[config.mk]
export PLATFORM = sky130hd
export DESIGN_NAME = tagged_varint_stream_decoder_flat
export DESIGN_NICKNAME = d
export VERILOG_FILES = /design/src/hdl/tvsd_pkg.sv /design/src/hdl/tvsd_if.sv /design/src/hdl/tvsd_front.sv /design/src/hdl/tvsd_queue.sv /design/src/hdl/tvsd_back.sv /design/src/hdl/tagged_varint_stream_decoder.sv /design/src/flat_wrapper.sv
export VERILOG_INCLUDE_DIRS = /design/src /design/src/hdl
export SDC_FILE = /design/constraint.sdc
export NUM_CORES = 1
export LEC_CHECK = 0
export BUFFER_PORTS_ARGS = -buffer_cell sky130_fd_sc_hd__buf_2
export CAP_MARGIN = 25
export CORE_UTILIZATION = 40
export DETAILED_ROUTE_END_ITERATION = 8
export PLACE_DENSITY = 0.67
export SYNTH_ARGS = -nofsm -noshare
export SYNTH_HDL_FRONTEND = slang
export SYNTH_HIERARCHICAL = 1
export SYNTH_SLANG_ARGS = --single-unit
[constraint.sdc]
create_clock -name clk -period 6.2 [get_ports clk]
set_clock_uncertainty 0.1 [all_clocks]
set_input_delay 1.86 -clock clk [delete_from_list [all_inputs] [get_ports clk]]
set_output_delay 1.86 -clock clk [all_outputs]
set_load 0.03 [all_outputs]
[src/hdl/tagged_varint_stream_decoder_macros.svh]
// Assertion macros shared by the decoder modules.
// Each macro expects signals named clk and rst_n in the module that uses it.
`ifndef TAGGED_VARINT_STREAM_DECODER_MACROS_SVH
`define TAGGED_VARINT_STREAM_DECODER_MACROS_SVH

`ifndef SYNTHESIS

// The consequent must hold in the same cycle as the antecedent.
`define TVSD_ASSERT_SAME(lbl, ante, cons) \
  lbl: assert property (@(posedge clk) disable iff (!rst_n) (ante) |-> (cons)) \
    else $error("tvsd assertion failed");

// The consequent must hold in the cycle after the antecedent.
`define TVSD_ASSERT_NEXT(lbl, ante, cons) \
  lbl: assert property (@(posedge clk) disable iff (!rst_n) (ante) |=> (cons)) \
    else $error("tvsd assertion failed");

`else

`define TVSD_ASSERT_SAME(lbl, ante, cons)
`define TVSD_ASSERT_NEXT(lbl, ante, cons)

`endif

`endif

[src/hdl/tvsd_pkg.sv]
package tvsd_pkg;

  // Default limit on the number of extra bytes after an integer header.
  localparam int TVSD_MAX_EXTRA_BYTES = 8;
  // Default depth of the queue between the parser and the output stage.
  localparam int TVSD_QUEUE_DEPTH = 2;

  // Parser phases.
  typedef enum logic [2:0] {
    PH_TAG,
    PH_CHAR,
    PH_HEADER,
    PH_EXTRA,
    PH_STRING
  } phase_t;

  // Result kinds.
  localparam logic [2:0] K_BOOL  = 3'd0;
  localparam logic [2:0] K_CHAR  = 3'd1;
  localparam logic [2:0] K_SHORT = 3'd2;
  localparam logic [2:0] K_INT   = 3'd3;
  localparam logic [2:0] K_LONG  = 3'd4;
  localparam logic [2:0] K_SLEN  = 3'd5;
  localparam logic [2:0] K_SCHAR = 3'd6;
  localparam logic [2:0] K_NONE  = 3'd7;

  // Error codes.
  localparam logic [1:0] ERR_OK    = 2'd0;
  localparam logic [1:0] ERR_TAG   = 2'd1;
  localparam logic [1:0] ERR_RANGE = 2'd2;
  localparam logic [1:0] ERR_LEN   = 2'd3;

  // Tag bytes.
  localparam logic [7:0] TAG_TRUE  = 8'h74; // 't'
  localparam logic [7:0] TAG_FALSE = 8'h66; // 'f'
  localparam logic [7:0] TAG_CHAR  = 8'h63; // 'c'
  localparam logic [7:0] TAG_SHORT = 8'h73; // 's'
  localparam logic [7:0] TAG_INT   = 8'h69; // 'i'
  localparam logic [7:0] TAG_LONG  = 8'h6c; // 'l'
  localparam logic [7:0] TAG_STR   = 8'h53; // 'S'

  // One decoded result before the range check.
  typedef struct packed {
    logic [2:0]         kind;
    logic signed [63:0] value;
    logic [1:0]         err;
  } result_t;

  // A result together with its valid flag, used at both ends of the queue.
  typedef struct packed {
    logic    valid;
    result_t data;
  } q_entry_t;

endpackage

[src/hdl/tvsd_if.sv]
// Byte channel into the decoder.
interface tvsd_in_if;
  logic       valid;
  logic       ready;
  logic [7:0] data_byte;

  modport source(output valid, output data_byte, input ready);
  modport sink(input valid, input data_byte, output ready);
endinterface

// Result channel out of the decoder.
interface tvsd_out_if;
  logic               valid;
  logic               ready;
  logic [2:0]         kind;
  logic signed [63:0] value;
  logic [1:0]         error_code;

  modport source(output valid, output kind, output value, output error_code, input ready);
  modport sink(input valid, input kind, input value, input error_code, output ready);
endinterface

[src/hdl/tvsd_front.sv]
`include "tagged_varint_stream_decoder_macros.svh"

module tvsd_front #(
  parameter int MAX_EXTRA_BYTES = tvsd_pkg::TVSD_MAX_EXTRA_BYTES
) (
  input  logic               clk,
  input  logic               rst_n,
  tvsd_in_if.sink            in_ch,
  input  logic               q_full,
  output tvsd_pkg::q_entry_t push
);
  import tvsd_pkg::*;

  localparam logic [3:0] MAX_C = 4'(MAX_EXTRA_BYTES);

  phase_t      phase_r, phase_nxt;
  logic [2:0]  kind_r, kind_nxt;
  logic [3:0]  brem_r, brem_nxt;
  logic [63:0] acc_r, acc_nxt;
  logic [63:0] chars_r, chars_nxt;

  logic        fire;
  logic [7:0]  b;
  logic [3:0]  hdr_cnt;
  logic        hdr_bad;
  logic [63:0] hdr_val;
  logic [63:0] ext_val;
  logic        ext_last;
  logic [63:0] fin_val;
  logic        str_go;

  // A byte is taken whenever the queue has room for a possible result.
  assign in_ch.ready = !q_full;
  assign fire        = in_ch.valid && !q_full;
  assign b           = in_ch.data_byte;

  // Header and extra-byte arithmetic.
  assign hdr_cnt  = b[7:4];
  assign hdr_bad  = hdr_cnt > MAX_C;
  assign hdr_val  = {{60{b[3]}}, b[3:0]};
  assign ext_val  = {acc_r[55:0], b};
  assign ext_last = brem_r == 4'd1;
  assign fin_val  = (phase_r == PH_HEADER) ? hdr_val : ext_val;
  // A positive string length moves the parser into the string phase.
  assign str_go   = (kind_r == K_SLEN) && (fin_val != 64'd0) && !fin_val[63];

  // Next phase.
  always_comb begin
    phase_nxt = phase_r;
    if (fire) begin
      unique case (phase_r)
        PH_TAG: begin
          unique case (b) inside
            TAG_CHAR:                             phase_nxt = PH_CHAR;
            TAG_SHORT, TAG_INT, TAG_LONG, TAG_STR: phase_nxt = PH_HEADER;
            default:                              phase_nxt = PH_TAG;
          endcase
        end
        PH_CHAR: phase_nxt = PH_TAG;
        PH_HEADER: begin
          if (hdr_bad) begin
            phase_nxt = PH_TAG;
          end else if (hdr_cnt == 4'd0) begin
            phase_nxt = str_go ? PH_STRING : PH_TAG;
          end else begin
            phase_nxt = PH_EXTRA;
          end
        end
        PH_EXTRA: begin
          if (ext_last) begin
            phase_nxt = str_go ? PH_STRING : PH_TAG;
          end
        end
        PH_STRING: begin
          if (chars_r == 64'd1) begin
            phase_nxt = PH_TAG;
          end
        end
        default: phase_nxt = PH_TAG;
      endcase
    end
  end

  // Datapath updates and the request pushed into the queue.
  always_comb begin
    kind_nxt   = kind_r;
    brem_nxt   = brem_r;
    acc_nxt    = acc_r;
    chars_nxt  = chars_r;
    push       = '0;
    if (fire) begin
      unique case (phase_r)
        PH_TAG: begin
          unique case (b) inside
            TAG_TRUE: begin
              push.valid      = 1'b1;
              push.data.kind  = K_BOOL;
              push.data.value = 64'sd1;
              push.data.err   = ERR_OK;
            end
            TAG_FALSE: begin
              push.valid      = 1'b1;
              push.data.kind  = K_BOOL;
              push.data.value = 64'sd0;
              push.data.err   = ERR_OK;
            end
            TAG_CHAR:  kind_nxt = K_CHAR;
            TAG_SHORT: kind_nxt = K_SHORT;
            TAG_INT:   kind_nxt = K_INT;
            TAG_LONG:  kind_nxt = K_LONG;
            TAG_STR:   kind_nxt = K_SLEN;
            default: begin
              push.valid      = 1'b1;
              push.data.kind  = K_NONE;
              push.data.value = {56'd0, b};
              push.data.err   = ERR_TAG;
            end
          endcase
        end
        PH_CHAR: begin
          push.valid      = 1'b1;
          push.data.kind  = K_CHAR;
          push.data.value = {56'd0, b};
          push.data.err   = ERR_OK;
        end
        PH_HEADER: begin
          if (hdr_bad) begin
            push.valid      = 1'b1;
            push.data.kind  = kind_r;
            push.data.value = 64'sd0;
            push.data.err   = ERR_LEN;
          end else begin
            acc_nxt  = hdr_val;
            brem_nxt = hdr_cnt;
            if (hdr_cnt == 4'd0) begin
              push.valid      = 1'b1;
              push.data.kind  = kind_r;
              push.data.value = fin_val;
              push.data.err   = ERR_OK;
              if (str_go) begin
                chars_nxt = fin_val;
              end
            end
          end
        end
        PH_EXTRA: begin
          acc_nxt  = ext_val;
          brem_nxt = brem_r - 4'd1;
          if (ext_last) begin
            push.valid      = 1'b1;
            push.data.kind  = kind_r;
            push.data.value = fin_val;
            push.data.err   = ERR_OK;
            if (str_go) begin
              chars_nxt = fin_val;
            end
          end
        end
        PH_STRING: begin
          chars_nxt       = chars_r - 64'd1;
          push.valid      = 1'b1;
          push.data.kind  = K_SCHAR;
          push.data.value = {56'd0, b};
          push.data.err   = ERR_OK;
        end
        default: ;
      endcase
    end
  end

  // Parser state.
  always_ff @(posedge clk) begin
    if (!rst_n) begin
      phase_r <= PH_TAG;
      kind_r  <= K_BOOL;
      brem_r  <= 4'd0;
      acc_r   <= 64'd0;
      chars_r <= 64'd0;
    end else begin
      phase_r <= phase_nxt;
      kind_r  <= kind_nxt;
      brem_r  <= brem_nxt;
      acc_r   <= acc_nxt;
      chars_r <= chars_nxt;
    end
  end

  // An extra-byte phase always has bytes left, and a string phase characters left.
  `TVSD_ASSERT_SAME(a_extra_left, phase_r == PH_EXTRA, brem_r != 4'd0)
  `TVSD_ASSERT_SAME(a_chars_left, phase_r == PH_STRING, chars_r != 64'd0)
  // A header is only expected after an integer or string tag.
  `TVSD_ASSERT_SAME(a_header_kind, phase_r == PH_HEADER,
    kind_r == K_SHORT || kind_r == K_INT || kind_r == K_LONG || kind_r == K_SLEN)

endmodule

[src/hdl/tvsd_queue.sv]
`include "tagged_varint_stream_decoder_macros.svh"

module tvsd_queue #(
  parameter int DEPTH = tvsd_pkg::TVSD_QUEUE_DEPTH
) (
  input  logic               clk,
  input  logic               rst_n,
  input  tvsd_pkg::q_entry_t push,
  input  logic               pop,
  output logic               full,
  output tvsd_pkg::q_entry_t head
);
  import tvsd_pkg::*;

  localparam int PW = (DEPTH > 1) ? $clog2(DEPTH) : 1;
  localparam int CW = $clog2(DEPTH + 1);
  localparam logic [CW-1:0] DEPTH_C = CW'(DEPTH);
  localparam logic [PW-1:0] LAST_C  = PW'(DEPTH - 1);

  result_t         mem_r [DEPTH];
  logic [PW-1:0]   wr_ptr_r, wr_ptr_nxt;
  logic [PW-1:0]   rd_ptr_r, rd_ptr_nxt;
  logic [CW-1:0]   count_r, count_nxt;
  logic            do_push;
  logic            do_pop;

  assign full       = count_r == DEPTH_C;
  assign do_push    = push.valid;
  assign do_pop     = pop && (count_r != '0);
  assign head.valid = count_r != '0;
  assign head.data  = mem_r[rd_ptr_r];

  // Pointer and fill-count updates.
  always_comb begin
    wr_ptr_nxt = wr_ptr_r;
    rd_ptr_nxt = rd_ptr_r;
    if (do_push) begin
      wr_ptr_nxt = (wr_ptr_r == LAST_C) ? '0 : wr_ptr_r + PW'(1);
    end
    if (do_pop) begin
      rd_ptr_nxt = (rd_ptr_r == LAST_C) ? '0 : rd_ptr_r + PW'(1);
    end
    case ({do_push, do_pop})
      2'b10:   count_nxt = count_r + CW'(1);
      2'b01:   count_nxt = count_r - CW'(1);
      default: count_nxt = count_r;
    endcase
  end

  // Control registers.
  always_ff @(posedge clk) begin
    if (!rst_n) begin
      wr_ptr_r <= '0;
      rd_ptr_r <= '0;
      count_r  <= '0;
    end else begin
      wr_ptr_r <= wr_ptr_nxt;
      rd_ptr_r <= rd_ptr_nxt;
      count_r  <= count_nxt;
    end
  end

  // Entry storage.
  always_ff @(posedge clk) begin
    if (do_push) begin
      mem_r[wr_ptr_r] <= push.data;
    end
  end

  // The parser never pushes into a full queue.
  `TVSD_ASSERT_SAME(a_no_overflow, push.valid, !full)
  `TVSD_ASSERT_SAME(a_count_bound, 1'b1, count_r <= DEPTH_C)
  `TVSD_ASSERT_SAME(a_empty_ptrs, count_r == '0, wr_ptr_r == rd_ptr_r)

endmodule

[src/hdl/tvsd_back.sv]
`include "tagged_varint_stream_decoder_macros.svh"

module tvsd_back (
  input  logic               clk,
  input  logic               rst_n,
  input  tvsd_pkg::q_entry_t head,
  output logic               pop,
  tvsd_out_if.source         out_ch
);
  import tvsd_pkg::*;

  logic               valid_r;
  logic [2:0]         kind_r;
  logic signed [63:0] value_r;
  logic [1:0]         err_r;

  logic take;
  logic s16_ok;
  logic s32_ok;
  logic range_bad;

  // The output register loads when it is empty or its result is being taken.
  assign take = !valid_r || out_ch.ready;
  assign pop  = head.valid && take;

  // Signed range checks for short and int results.
  assign s16_ok    = (&head.data.value[63:15]) || !(|head.data.value[63:15]);
  assign s32_ok    = (&head.data.value[63:31]) || !(|head.data.value[63:31]);
  assign range_bad = (head.data.err == ERR_OK) &&
                     (((head.data.kind == K_SHORT) && !s16_ok) ||
                      ((head.data.kind == K_INT) && !s32_ok));

  // Output valid.
  always_ff @(posedge clk) begin
    if (!rst_n) begin
      valid_r <= 1'b0;
    end else if (take) begin
      valid_r <= head.valid;
    end
  end

  // Output payload.
  always_ff @(posedge clk) begin
    if (pop) begin
      kind_r  <= head.data.kind;
      value_r <= range_bad ? 64'sd0 : head.data.value;
      err_r   <= range_bad ? ERR_RANGE : head.data.err;
    end
  end

  assign out_ch.valid      = valid_r;
  assign out_ch.kind       = kind_r;
  assign out_ch.value      = value_r;
  assign out_ch.error_code = err_r;

  // Range/length errors are zeroed, OK shorts fit 16 bits, booleans are 0 or 1.
  `TVSD_ASSERT_SAME(a_err_zero, valid_r && (err_r == ERR_RANGE || err_r == ERR_LEN),
    value_r == 64'sd0)
  `TVSD_ASSERT_SAME(a_short_fits, valid_r && kind_r == K_SHORT && err_r == ERR_OK,
    (&value_r[63:15]) || !(|value_r[63:15]))
  `TVSD_ASSERT_SAME(a_bool_bit, valid_r && kind_r == K_BOOL, value_r[63:1] == 63'd0)

endmodule

[src/hdl/tagged_varint_stream_decoder.sv]
// Tagged varint stream decoder: takes one stream byte per request and returns one
// result request for each boolean, char, integer, string length, string character and
// unknown tag. Bytes are accepted at one per cycle; the input stalls only when the
// two-entry result queue is full, which happens when the result consumer holds off
// while three results are pending, one in the output register and two in the queue.
// The input is ready again in the cycle after the consumer takes a result from that
// full state. A result enters the queue at the edge that accepts its last byte and
// moves to the output register once that register is empty or its result is taken.
// Header bytes followed by extra bytes and non-final extra bytes produce no result.
// Short and int values outside their signed range get a range error and value zero.
module tagged_varint_stream_decoder #(
  parameter int MAX_EXTRA_BYTES = tvsd_pkg::TVSD_MAX_EXTRA_BYTES,
  parameter int QUEUE_DEPTH     = tvsd_pkg::TVSD_QUEUE_DEPTH
) (
  input logic        clk,
  input logic        rst_n,
  tvsd_in_if.sink    in_ch,
  tvsd_out_if.source out_ch
);
  import tvsd_pkg::*;

  q_entry_t push;
  q_entry_t head;
  logic     q_full;
  logic     pop;

  // Parser: classifies tags and assembles integers.
  tvsd_front #(
    .MAX_EXTRA_BYTES(MAX_EXTRA_BYTES)
  ) u_front (
    .clk   (clk),
    .rst_n (rst_n),
    .in_ch (in_ch),
    .q_full(q_full),
    .push  (push)
  );

  // Result queue between parser and output stage.
  tvsd_queue #(
    .DEPTH(QUEUE_DEPTH)
  ) u_queue (
    .clk  (clk),
    .rst_n(rst_n),
    .push (push),
    .pop  (pop),
    .full (q_full),
    .head (head)
  );

  // Output stage: range check and result register.
  tvsd_back u_back (
    .clk   (clk),
    .rst_n (rst_n),
    .head  (head),
    .pop   (pop),
    .out_ch(out_ch)
  );

endmodule
[src/flat_wrapper.sv]
// flat-port wrapper written by rule: the top's interface ports become plain ports
module tagged_varint_stream_decoder_flat import tvsd_pkg::*;
#(
  parameter int MAX_EXTRA_BYTES = tvsd_pkg::TVSD_MAX_EXTRA_BYTES,
  parameter int QUEUE_DEPTH     = tvsd_pkg::TVSD_QUEUE_DEPTH
)
  (clk, rst_n, in_ch_valid, in_ch_data_byte, in_ch_ready, out_ch_valid, out_ch_kind, out_ch_value, out_ch_error_code, out_ch_ready);
  tvsd_in_if in_ch_i ();
  tvsd_out_if out_ch_i ();
  input logic clk;
  input logic rst_n;
  input wire logic [$bits(in_ch_i.valid)-1:0] in_ch_valid;
  input wire logic [$bits(in_ch_i.data_byte)-1:0] in_ch_data_byte;
  output wire logic [$bits(in_ch_i.ready)-1:0] in_ch_ready;
  output wire logic [$bits(out_ch_i.valid)-1:0] out_ch_valid;
  output wire logic [$bits(out_ch_i.kind)-1:0] out_ch_kind;
  output wire logic [$bits(out_ch_i.value)-1:0] out_ch_value;
  output wire logic [$bits(out_ch_i.error_code)-1:0] out_ch_error_code;
  input wire logic [$bits(out_ch_i.ready)-1:0] out_ch_ready;
  assign in_ch_i.valid = in_ch_valid;
  assign in_ch_i.data_byte = in_ch_data_byte;
  assign in_ch_ready = in_ch_i.ready;
  assign out_ch_valid = out_ch_i.valid;
  assign out_ch_kind = out_ch_i.kind;
  assign out_ch_value = out_ch_i.value;
  assign out_ch_error_code = out_ch_i.error_code;
  assign out_ch_i.ready = out_ch_ready;
  tagged_varint_stream_decoder #(.MAX_EXTRA_BYTES(MAX_EXTRA_BYTES), .QUEUE_DEPTH(QUEUE_DEPTH)) u_core (.clk(clk), .rst_n(rst_n), .in_ch(in_ch_i), .out_ch(out_ch_i));
endmodule
# Word-level counts from Yosys, hierarchy flattened
# Memory sizes are Yosys's and may differ from the RTL's. A register that Yosys moved wholly into a read port is not among the register bits.
# Cells that the tools add are included.
# Widths: inputs -> output; s select.
dict set report op_classes {
  n_addsub 6
  magnitude_cmp 1
  eq_ne 23
  muxes 31
  n_reduce_logical 38
}
# cell n
set ops {}
lappend ops {{$pmux 70 s5} 1}
lappend ops {{$mux 64} 5}
lappend ops {{$mux 70} 4}
lappend ops {{$pmux 70 s3} 1}
lappend ops {{$pmux 64 s3} 1}
lappend ops {{$pmux 56 s2} 1}
lappend ops {{$eq 64x1->1 const B} 1}
lappend ops {{$reduce_bool 64->1} 1}
lappend ops {{$sub 64x1->64 const B} 1}
lappend ops {{$eq 8x7->1 const B} 7}
lappend ops {{$mux 56} 1}
lappend ops {{$reduce_and 49->1} 1}
lappend ops {{$reduce_or 49->1} 1}
lappend ops {{$reduce_and 33->1} 1}
lappend ops {{$reduce_or 33->1} 1}
lappend ops {{$mux 3} 5}
lappend ops {{$pmux 3 s5} 1}
lappend ops {{$eq 3x2->1 const B} 4}
lappend ops {{$pmux 3 s4} 1}
lappend ops {{$reduce_and 3->1} 3}
lappend ops {{$logic_and 1x1->1} 8}
lappend ops {{$pmux 2 s2} 2}
lappend ops {{$pmux 4 s2} 1}
lappend ops {{$logic_not 1->1} 7}
lappend ops {{other kinds (24)} 39}
dict set report word_totals {
  regBits 204
  ramBits 138
  mem_count 1
}
# name words width rd rd_ports_with_merged_regs wr line
set mem_list {}
lappend mem_list {u_core.u_queue.mem_r 2 69 1 1 1 tvsd_queue.sv:20} ;# result_t mem_r [DEPTH];

# Logic depth before layout (Yosys ltp)
# Gate-level depths: netlist (run 1).
dict set report logic_depth {
  word_depth 9
  ltp_mapped 13
  depth_no_buf 12
}

# By module
# Netlist (run 1), hierarchy kept.
# module instances cells_per_inst area_per_inst_um2 seq_area_each_um2
set by_module_without_submodules {}
lappend by_module_without_submodules {tvsd_front 1 1172 8454.4 2602.5}
lappend by_module_without_submodules {tvsd_queue 1 238 5200.0 4244.1}
lappend by_module_without_submodules {tvsd_back 1 192 3209.3 2092.0}

# Worst setup path before layout (run 1)
# OpenSTA, ideal clock, no wires.
dict set report synth_timing {
  path_type {input -> register}
  from {in in_ch_data_byte[5]}
  to {mem u_core/u_queue/mem_r[0][0] (netlist bit) (enable)}
  arrival_time_ns 6.056
  required_time_ns 5.602
  slack_ns -0.454
  cell_stages 10
  path_buffers 2
  cell_sequence {clkbuf_1 > and3b_1 > clkbuf_1 > nand3_1 > o21ai_0 > a21oi_1 > nor2_1 > a211oi_1 > inv_1 > nor2_1}
}
# element line
set synth_lines {}
lappend synth_lines {{from (decl)} flat_wrapper.sv:13} ;# input wire logic [$bits(in_ch_i.data_byte)-1:0] in_ch_data_byte;
lappend synth_lines {{to (decl)} tvsd_queue.sv:20}

# Final worst setup path (run 1)
dict set report layout_timing {
  from {in in_ch_data_byte[4]}
  to {reg u_core.u_front.chars_r[41]}
}
dict set report layout_via {
  elab_chain_len 8
  elab_cells_between_ends 14
  classes_between {1 x order compare; 2 x eq/ne; 6 x mux; 5 x reduce/logical}
}
# element line
set layout_lines {}
lappend layout_lines {{$mux 64} tvsd_front.sv:43} ;# assign fin_val = (phase_r == PH_HEADER) ? hdr_val : ext_val;
lappend layout_lines {{$reduce_bool 64->1} tvsd_front.sv:45} ;# assign str_go = (kind_r == K_SLEN) && (fin_val != 64'd0) && !fin_val[63];
lappend layout_lines {{$logic_and 1x1->1 (2 in series)} tvsd_front.sv:45}
lappend layout_lines {{$mux 64 (3 in series)} n/a}
lappend layout_lines {{$pmux 64 s3} n/a}
lappend layout_lines {{to (signal assigned)} tvsd_front.sv:184} ;# chars_r <= chars_nxt;
lappend layout_lines {{to (decl)} tvsd_front.sv:20} ;# logic [63:0] chars_r, chars_nxt;
# Parallel ways exist; a longest one is shown, timed or not. The select of a mux whose other input is x is not followed.
# A chain may end at the register's enable or synchronous reset.

==> results of run 1 <==
## layout by cell type, fill, tap and decap left out, types with 6 or more instances in the layout
cell	instances
edfxtp_1	207
nor2_1	200
a21oi_1	143
dfxtp_1	135
buf_2	82
nand2_1	76
mux2_2	69
a211oi_1	58
nor3b_2	51
nor4_1	48
nor3_1	42
o22ai_1	39
clkbuf_16	36
o21ai_0	33
nand4_1	25
buf_4	22
nand3_1	21
a32o_1	19
nor3b_1	18
inv_1	17
o32ai_1	17
a2bb2oi_1	16
or3_1	14
a22oi_1	14
a31oi_1	14
and2_1	13
nor2b_1	12
o221a_2	12
or4_1	10
mux2i_1	9
clkbuf_1	7
a221oi_1	7
bufinv_16	6
nand2b_1	6
a31o_2	6
## critical path: stages
cell	delay, ps
buf_2	260
nor4_4	100
a22oi_1	200
or2_0	630
a311o_1	200
buf_4	460
nand2_2	450
a221oi_1	430
## layout make-up
| type | count | area [µm²] |
|---|---|---|
| fillers | 3723 | 22400 |
| flip-flops and latches | 343 | 8940 |
| multi-input cells | 1100 | 7300 |
| clock buffers | 44 | 941 |
| well taps | 532 | 666 |
| repair buffers | 107 | 643 |
| clock inverters | 19 | 262 |
| inverters | 18 | 67.6 |
## Yosys cell counts (5+ instances only)
| library cell | instances |
|---|---|
| inv_1 | 18 |
| a22oi_1 | 14 |
| a31o_2 | 6 |
| o22ai_1 | 39 |
| a211oi_1 | 58 |
| or2_2 | 5 |
| and2_1 | 14 |
| and4_1 | 5 |
| a21boi_0 | 5 |
| a21oi_1 | 143 |
| nor3b_2 | 50 |
| nor2_1 | 203 |
| o221a_2 | 12 |
| nand3_1 | 22 |
| or3_1 | 14 |
| buf_4 | 5 |
| a32o_1 | 19 |
| o2bb2ai_1 | 5 |
| a2bb2oi_1 | 16 |
| edfxtp_1 | 207 |
| nand4_1 | 25 |
| nor2b_1 | 13 |
| nor3b_1 | 19 |
| ha_1 | 5 |
| nor3_1 | 43 |
| buf_6 | 8 |
| nand2b_1 | 6 |
| mux2_2 | 69 |
| buf_1 | 8 |
| or4_1 | 10 |
| o21a_1 | 5 |
| dfxtp_1 | 136 |
| clkbuf_1 | 99 |
| nand2_1 | 77 |
| a221oi_1 | 7 |
| o32ai_1 | 17 |
| o21ai_0 | 33 |
| buf_2 | 21 |
| a31oi_1 | 14 |
| nor4_1 | 49 |
| mux2i_1 | 9 |
## kinds of logic (layout without fill, tap and decap cells)
kind of cell,after synthesis,after routing
AND/OR/NAND/NOR,591,591
AO/OA/AOI/OAI,422,422
flip-flops,343,343
buffers and inverters,159,188
multiplexers,78,78
adder cells (fa/ha/maj),5,5
XOR/XNOR,4,4
## registers in the layout, summed over array words and instances (netlist names), named ones only
signal / cells
u_core/u_back/out_ch.error_code: 2
u_core/u_back/out_ch.kind: 3
u_core/u_back/out_ch.valid: 1
u_core/u_back/out_ch.value: 64
u_core/u_front/acc_r: 56
u_core/u_front/brem_r: 4
u_core/u_front/chars_r: 64
u_core/u_front/kind_r: 3
u_core/u_front/phase_r: 3
u_core/u_queue/count_r: 2
u_core/u_queue/mem_r: 138
u_core/u_queue/rd_ptr_r: 1
u_core/u_queue/wr_ptr_r: 1
## worst min path at each step
stage                                     from                         end  slack (ps)  depth (start not counted)
floorplan           u_core/u_front/chars_r[25]  u_core/u_front/chars_r[25]         330                          2
global placement    u_core/u_front/chars_r[35]  u_core/u_front/chars_r[35]         340                          2
detailed placement  u_core/u_front/chars_r[25]  u_core/u_front/chars_r[25]         360                          2
CTS                 u_core/u_front/chars_r[25]  u_core/u_front/chars_r[25]         370                          2
global route        u_core/u_front/chars_r[35]  u_core/u_front/chars_r[35]         400                          2
finish              u_core/u_front/chars_r[25]  u_core/u_front/chars_r[25]         360                          2
## power groups by stage
stage	clock (mW)	combinational, mW	sequential, mW
floorplan	0	1.58	3.63
global placement	0	2.68	3.15
detailed placement	0	2.72	3.16
CTS	2.26	2.73	3.11
global route	2.35	2.93	3.15
finish	2.22	2.75	3.11
## stage by stage
stage / total power [mW] / hold WS (ps) / utilization (%) / cell area (µm²) / setup slack [ps]
after floorplan: 5.21 / 333 / - / 16900 / 710
after global placement: 5.83 / 344 / 42.7 / 17600 / 1520
after detailed placement: 5.88 / 358 / 42.8 / 17600 / 1440
after CTS: 8.11 / 368 / 45.7 / 18800 / 2010
after global routing: 8.44 / 399 / 45.7 / 18800 / 1770
final: 8.08 / 364 / 45.7 / 18800 / 1910
## metal layers
metal | vias up | wire [µm] | global-route usage, %
met4 | 0 | 1210 | 6.90
met3 | 102 | 3730 | 3.93
met1 | 6419 | 20200 | 29.8
met2 | 624 | 20700 | 32.3
li1 | 6138 | - | -
met5 | - | 0 | 0
==> flow_summary_export.csv, run 1 <==
group,metric,value,unit
timing,max_freq,233,MHz
setup_path,regToRegSetupSlack,2310,ps
logic_synthesis,ys_seq_elements,343,
logic_synthesis,yosysSeqAreaShare,53.0,%
clock_tree,htreeDepth,2,
logic_synthesis,yosys.area_share.simple,20.2,%
logic_synthesis,yosysUniqueCellTypes,81,
logic_synthesis,synth_top_cell_by_area,"edfxtp_1",
placement,dp_hpwl,30400,µm
grt,grt_overflow_total,0,
worst_hold_path,hold_class,"register to register",
clock_tree,cts_resized,0,
floorplan,start_util,40.9,%
grt,grt_pass1_vias,12497,
floorplan,die_area,43000,µm²
run_status,outcome,"finished, final reports clean",
logic_synthesis,netlist_area,16900,µm²
floorplan,coreArea,41200,µm²
setup_path,end_kind,"register",
finish,diodes,0,
setup_path,arrival,4620,ps
power_and_ir_drop,internal-power,5.23,mW
clock_tree,clk_pin_slew,60,ps
logic_synthesis,synth_compound_area_share,16.9,%
floorplan,die_y,207,µm
setup_path,crit_end,"u_core/u_front/chars_r[41]",
route,drt_iter0_markers,1581,
power_and_ir_drop,seq_power_share,38.5,%
finish,drive_above_1_share,20.6,%
grt,grt_pass1_wl,72500,µm
logic_synthesis,ys.flop_type,"edfxtp_1",
route,drt-total-wl,45800,µm
power_and_ir_drop,p_comb_share,34.1,%
logic_synthesis,synth_top_family_by_area,"simple AND/OR/NAND/NOR gates",
setup_path,worst-r2r-cell-count,7,
floorplan,row_count,74,
logic_synthesis,syn_nets,1619,
power_and_ir_drop,clockPowerShare,27.5,%
power_and_ir_drop,swShare,35.3,%
timing,min_period_over_period,69.2,%
floorplan,num_io_pins,83,
route,postRouteAntennaNets,0,
clock_tree,numCtsBuffers,36,
route,routed_via_density,6.14,
placement,globalplace.congestion,0.936,
route,dr.pass1.iters,6,
run,maxCapViolations,0,
setup_path,crit_start,"in_ch_data_byte[4]",
finish,fin_nets,1623,
timing,setup_violations,0,
logic_synthesis,async_flop_share,0,%
power_and_ir_drop,p_switching,2.86,mW
setup_path,rr_startpoint,"u_core/u_front/phase_r[0]",
placement,port_buffers,82,
grt,grt_start_max_net_pins,88,
setup_path,r2r_end,"u_core/u_front/chars_r[46]",
logic_synthesis,syn_inst,1602,
timing,tightest_slew,1040,ps
clock_tree,cts_setup_buffers,0,
clock_tree,clock_latency,530,ps
logic_synthesis,synth_edf_count,207,
timing,final_hold_viol_count,0,
timing,slew_headroom,30.7,%
clock_tree,cts_tree,"built",
setup_path,cp_max_fo,41,
logic_synthesis,ys_warn_count,6,
floorplan,die_w,207,µm
route,via_count,13283,
setup_path,cp.required,6530,ps
grt,grt_use_total,21.0,%
logic_synthesis,synth_area_leaders,"edfxtp_1 (37%), dfxtp_1 (16%), mux2_2 (4.6%)",
clock_tree,cts_sinks,343,
finish,stdcell_count,2163,
power_and_ir_drop,p_leak,6.55,nW
grt,antenna_found_initial,0,
timing,tns,0,ps
clock_tree,cts_hold_buf,0,
clock_tree,clock-root-buffer,"clkbuf_16",
placement,dp_cells,2100,
route,route.detailed.drc,0,
timing,slew_violations,0,
power_and_ir_drop,vdd_drop_max,0.000222,V
clock_tree,cts_buffer_depth,3,
power_and_ir_drop,powerDensity,429,nW/µm²
logic_synthesis,synth-xor-area-share,0.208,%
setup_path,worstSetupPathType,"input pin to register",
timing,rsz0062_at_grt,"false",
logic_synthesis,synth_area_per_cell,10.5,µm²
finish,areaGrowthSynthToFinish,11.6,%
timing,finalWorstPathRequiredPeriod,4290,ps
logic_synthesis,synthMuxAreaShare,5.14,%
logic_synthesis,synth_top_area_share,36.9,%
logic_synthesis,synth_adder_area_share,0.371,%
route,wire_per_inst,21.2,µm
setup_path,cp-start-kind,"input pin",
Power figures use the tool's default switching activity.
==> inputs of run 2 (changes only) <==
- PLACE_DENSITY: 0.67 -> 0.65
- clock period: 6.2 -> 4.4 ns (I/O delays scaled with it)
==> flow_summary_export.csv, run 2 (synthesis gave the netlist of run 1 again) <==
group,metric,value,unit
timing,tns,0,ps
setup_path,path_buf_inv,1,
route,routed_via_density,6.14,
run_status,outcome,"finished, final reports clean",
worst_hold_path,hold_path_depth,2,
route,drt-total-wl,46400,µm
timing,whs,366,ps
setup_path,cp-start-kind,"register",
route,postRouteAntennaNets,0,
grt,grt_use_total,21.1,%
grt,antenna_found_initial,0,
grt,grt_overflow_total,0,
setup_path,cp_slowest_cell,"dfxtp_1",
setup_path,r2r_end,"u_core/u_front/chars_r[5]",
route,route.detailed.drc,0,
finish,areaGrowthSynthToFinish,12.4,%
clock_tree,cts_buffer_depth,3,
worst_hold_path,hp-start,"u_core/u_front/chars_r[25]",
setup_path,arrival,3780,ps
setup_path,cpPeakStageDelay,660,ps
floorplan,die_area,43000,µm²
run,maxCapViolations,0,
clock_tree,htreeDepth,2,
power_and_ir_drop,p_leak,6.62,nW
worst_hold_path,hold_class,"register to register",
floorplan,start_util,40.9,%
setup_path,rr_startpoint,"u_core/u_front/phase_r[1]",
clock_tree,cts_setup_buffers,0,
setup_path,cp_top_family,"compound AO/OA/AOI/OAI gates",
finish,largest_reg_flops,138,
finish,n_fill_cell,3797,
placement,dp_hpwl,31300,µm
setup_path,end_kind,"register",
floorplan,row_count,74,
floorplan,coreArea,41200,µm²
finish,top_register,"u_core/u_queue/mem_r",
floorplan,die_w,207,µm
timing,min_period_over_period,78.7,%
clock_tree,cts_sinks,343,
timing,tightest_slew,867,ps
finish,layout_common_cells,"edfxtp_1 (207), nor2_1 (200), a21oi_1 (143), dfxtp_1 (135), buf_2 (82)",
route,drt_iter0_markers,1217,
finish,final_core_utilization,46.0,%
grt,grt_pass1_vias,12690,
route,dr.pass1.iters,7,
clock_tree,cts_hold_buf,0,
setup_path,regToRegSetupSlack,940,ps
setup_path,cp.required,4710,ps
grt,grt_pass1_wl,72800,µm
timing,slew_headroom,42.2,%
setup_path,cp_num_cells,6,
clock_tree,clock_latency,530,ps
grt,grt_start_max_net_pins,70,
clock_tree,clk_pin_slew,60,ps
worst_hold_path,hold_end,"u_core/u_front/chars_r[25]",
clock_tree,cts_tree,"built",
timing,rsz0062_at_grt,"false",
power_and_ir_drop,powerDensity,595,nW/µm²
finish,fin_nets,1637,
placement,globalplace.congestion,0.923,
setup_path,worstSetupPathType,"register to register",
finish,layout_commonest_cell,"edfxtp_1",
timing,setup_violations,0,
floorplan,die_y,207,µm
route,wire_per_inst,21.3,µm
power_and_ir_drop,vdd_drop_max,0.000344,V
setup_path,crit_chain,"or3b_2, buf_4, o21ai_0, a311o_1, nand2_2, a32o_1",
power_and_ir_drop,power,11.3,mW
timing,max_freq,289,MHz
route,via_count,13379,
setup_path,worst-r2r-cell-count,6,
clock_tree,clock-root-buffer,"clkbuf_16",
floorplan,num_io_pins,83,
setup_path,cp_max_fo,28,
placement,port_buffers,82,
finish,drive_above_1_share,21.3,%
timing,slew_violations,0,
timing,final_hold_viol_count,0,
clock_tree,numCtsBuffers,35,
clock_tree,cts_resized,0,
timing,finalWorstPathRequiredPeriod,3460,ps
## run 2: area by class of cell
cell class | instances | area [µm²] | area share (%)
clock buffer | 52 | 1030 | 5.44
inverter | 18 | 67.6 | 0.356
multi-input combinational | 1100 | 7300 | 38.5
sequential | 343 | 8940 | 47.2
antenna | 1 | 2.50 | 0.0132
clock inverter | 10 | 111 | 0.588
timing repair buffer | 122 | 836 | 4.41
tap | 532 | 666 | 3.51
## run 2: worst min-delay path: stages (launching register included)
cell	delay, ps
dfxtp_1	310
nand2_1	50
o32ai_1	60
## run 2: metal layers
metal	global-route usage, %	share of wire (%)
met1	28.9	44
met2	33.3	45
met3	3.77	7.1
met4	7.85	3.2
met5	0	0
## run 2: worst max-delay path by stage
| stage | from | to | slack [ps] |
|---|---|---|---|
| floorplan | out_ch_ready | u_core/u_queue/count_r[1] | 10 |
| global placement | in_ch_data_byte[3] | u_core/u_queue/count_r[1] | 540 |
| detailed placement | in_ch_data_byte[3] | u_core/u_queue/count_r[1] | 460 |
| CTS | u_core/u_front/phase_r[1] | u_core/u_front/chars_r[41] | 990 |
| global route | in_ch_data_byte[3] | u_core/u_queue/count_r[1] | 760 |
| finish | u_core/u_front/phase_r[1] | u_core/u_front/chars_r[5] | 940 |
## run 2: power by group
group | total (mW) | leakage [nW] | internal (mW) | switching [mW]
Clock | 2.97 | 0.561 | 1.74 | 1.22
Combinational | 3.93 | 2.96 | 1.34 | 2.59
Sequential | 4.38 | 3.10 | 4.20 | 0.183
## run 2: stage by stage
stage                     worst slack (ps)  instances  area (µm²)
final                                  936       2178       19000
after global routing                   756       2177       19000
after CTS                              989       2177       19000
after detailed placement               460       2115       17800
after global placement                 535       2115       17800
after floorplan                       12.6       1602       16900
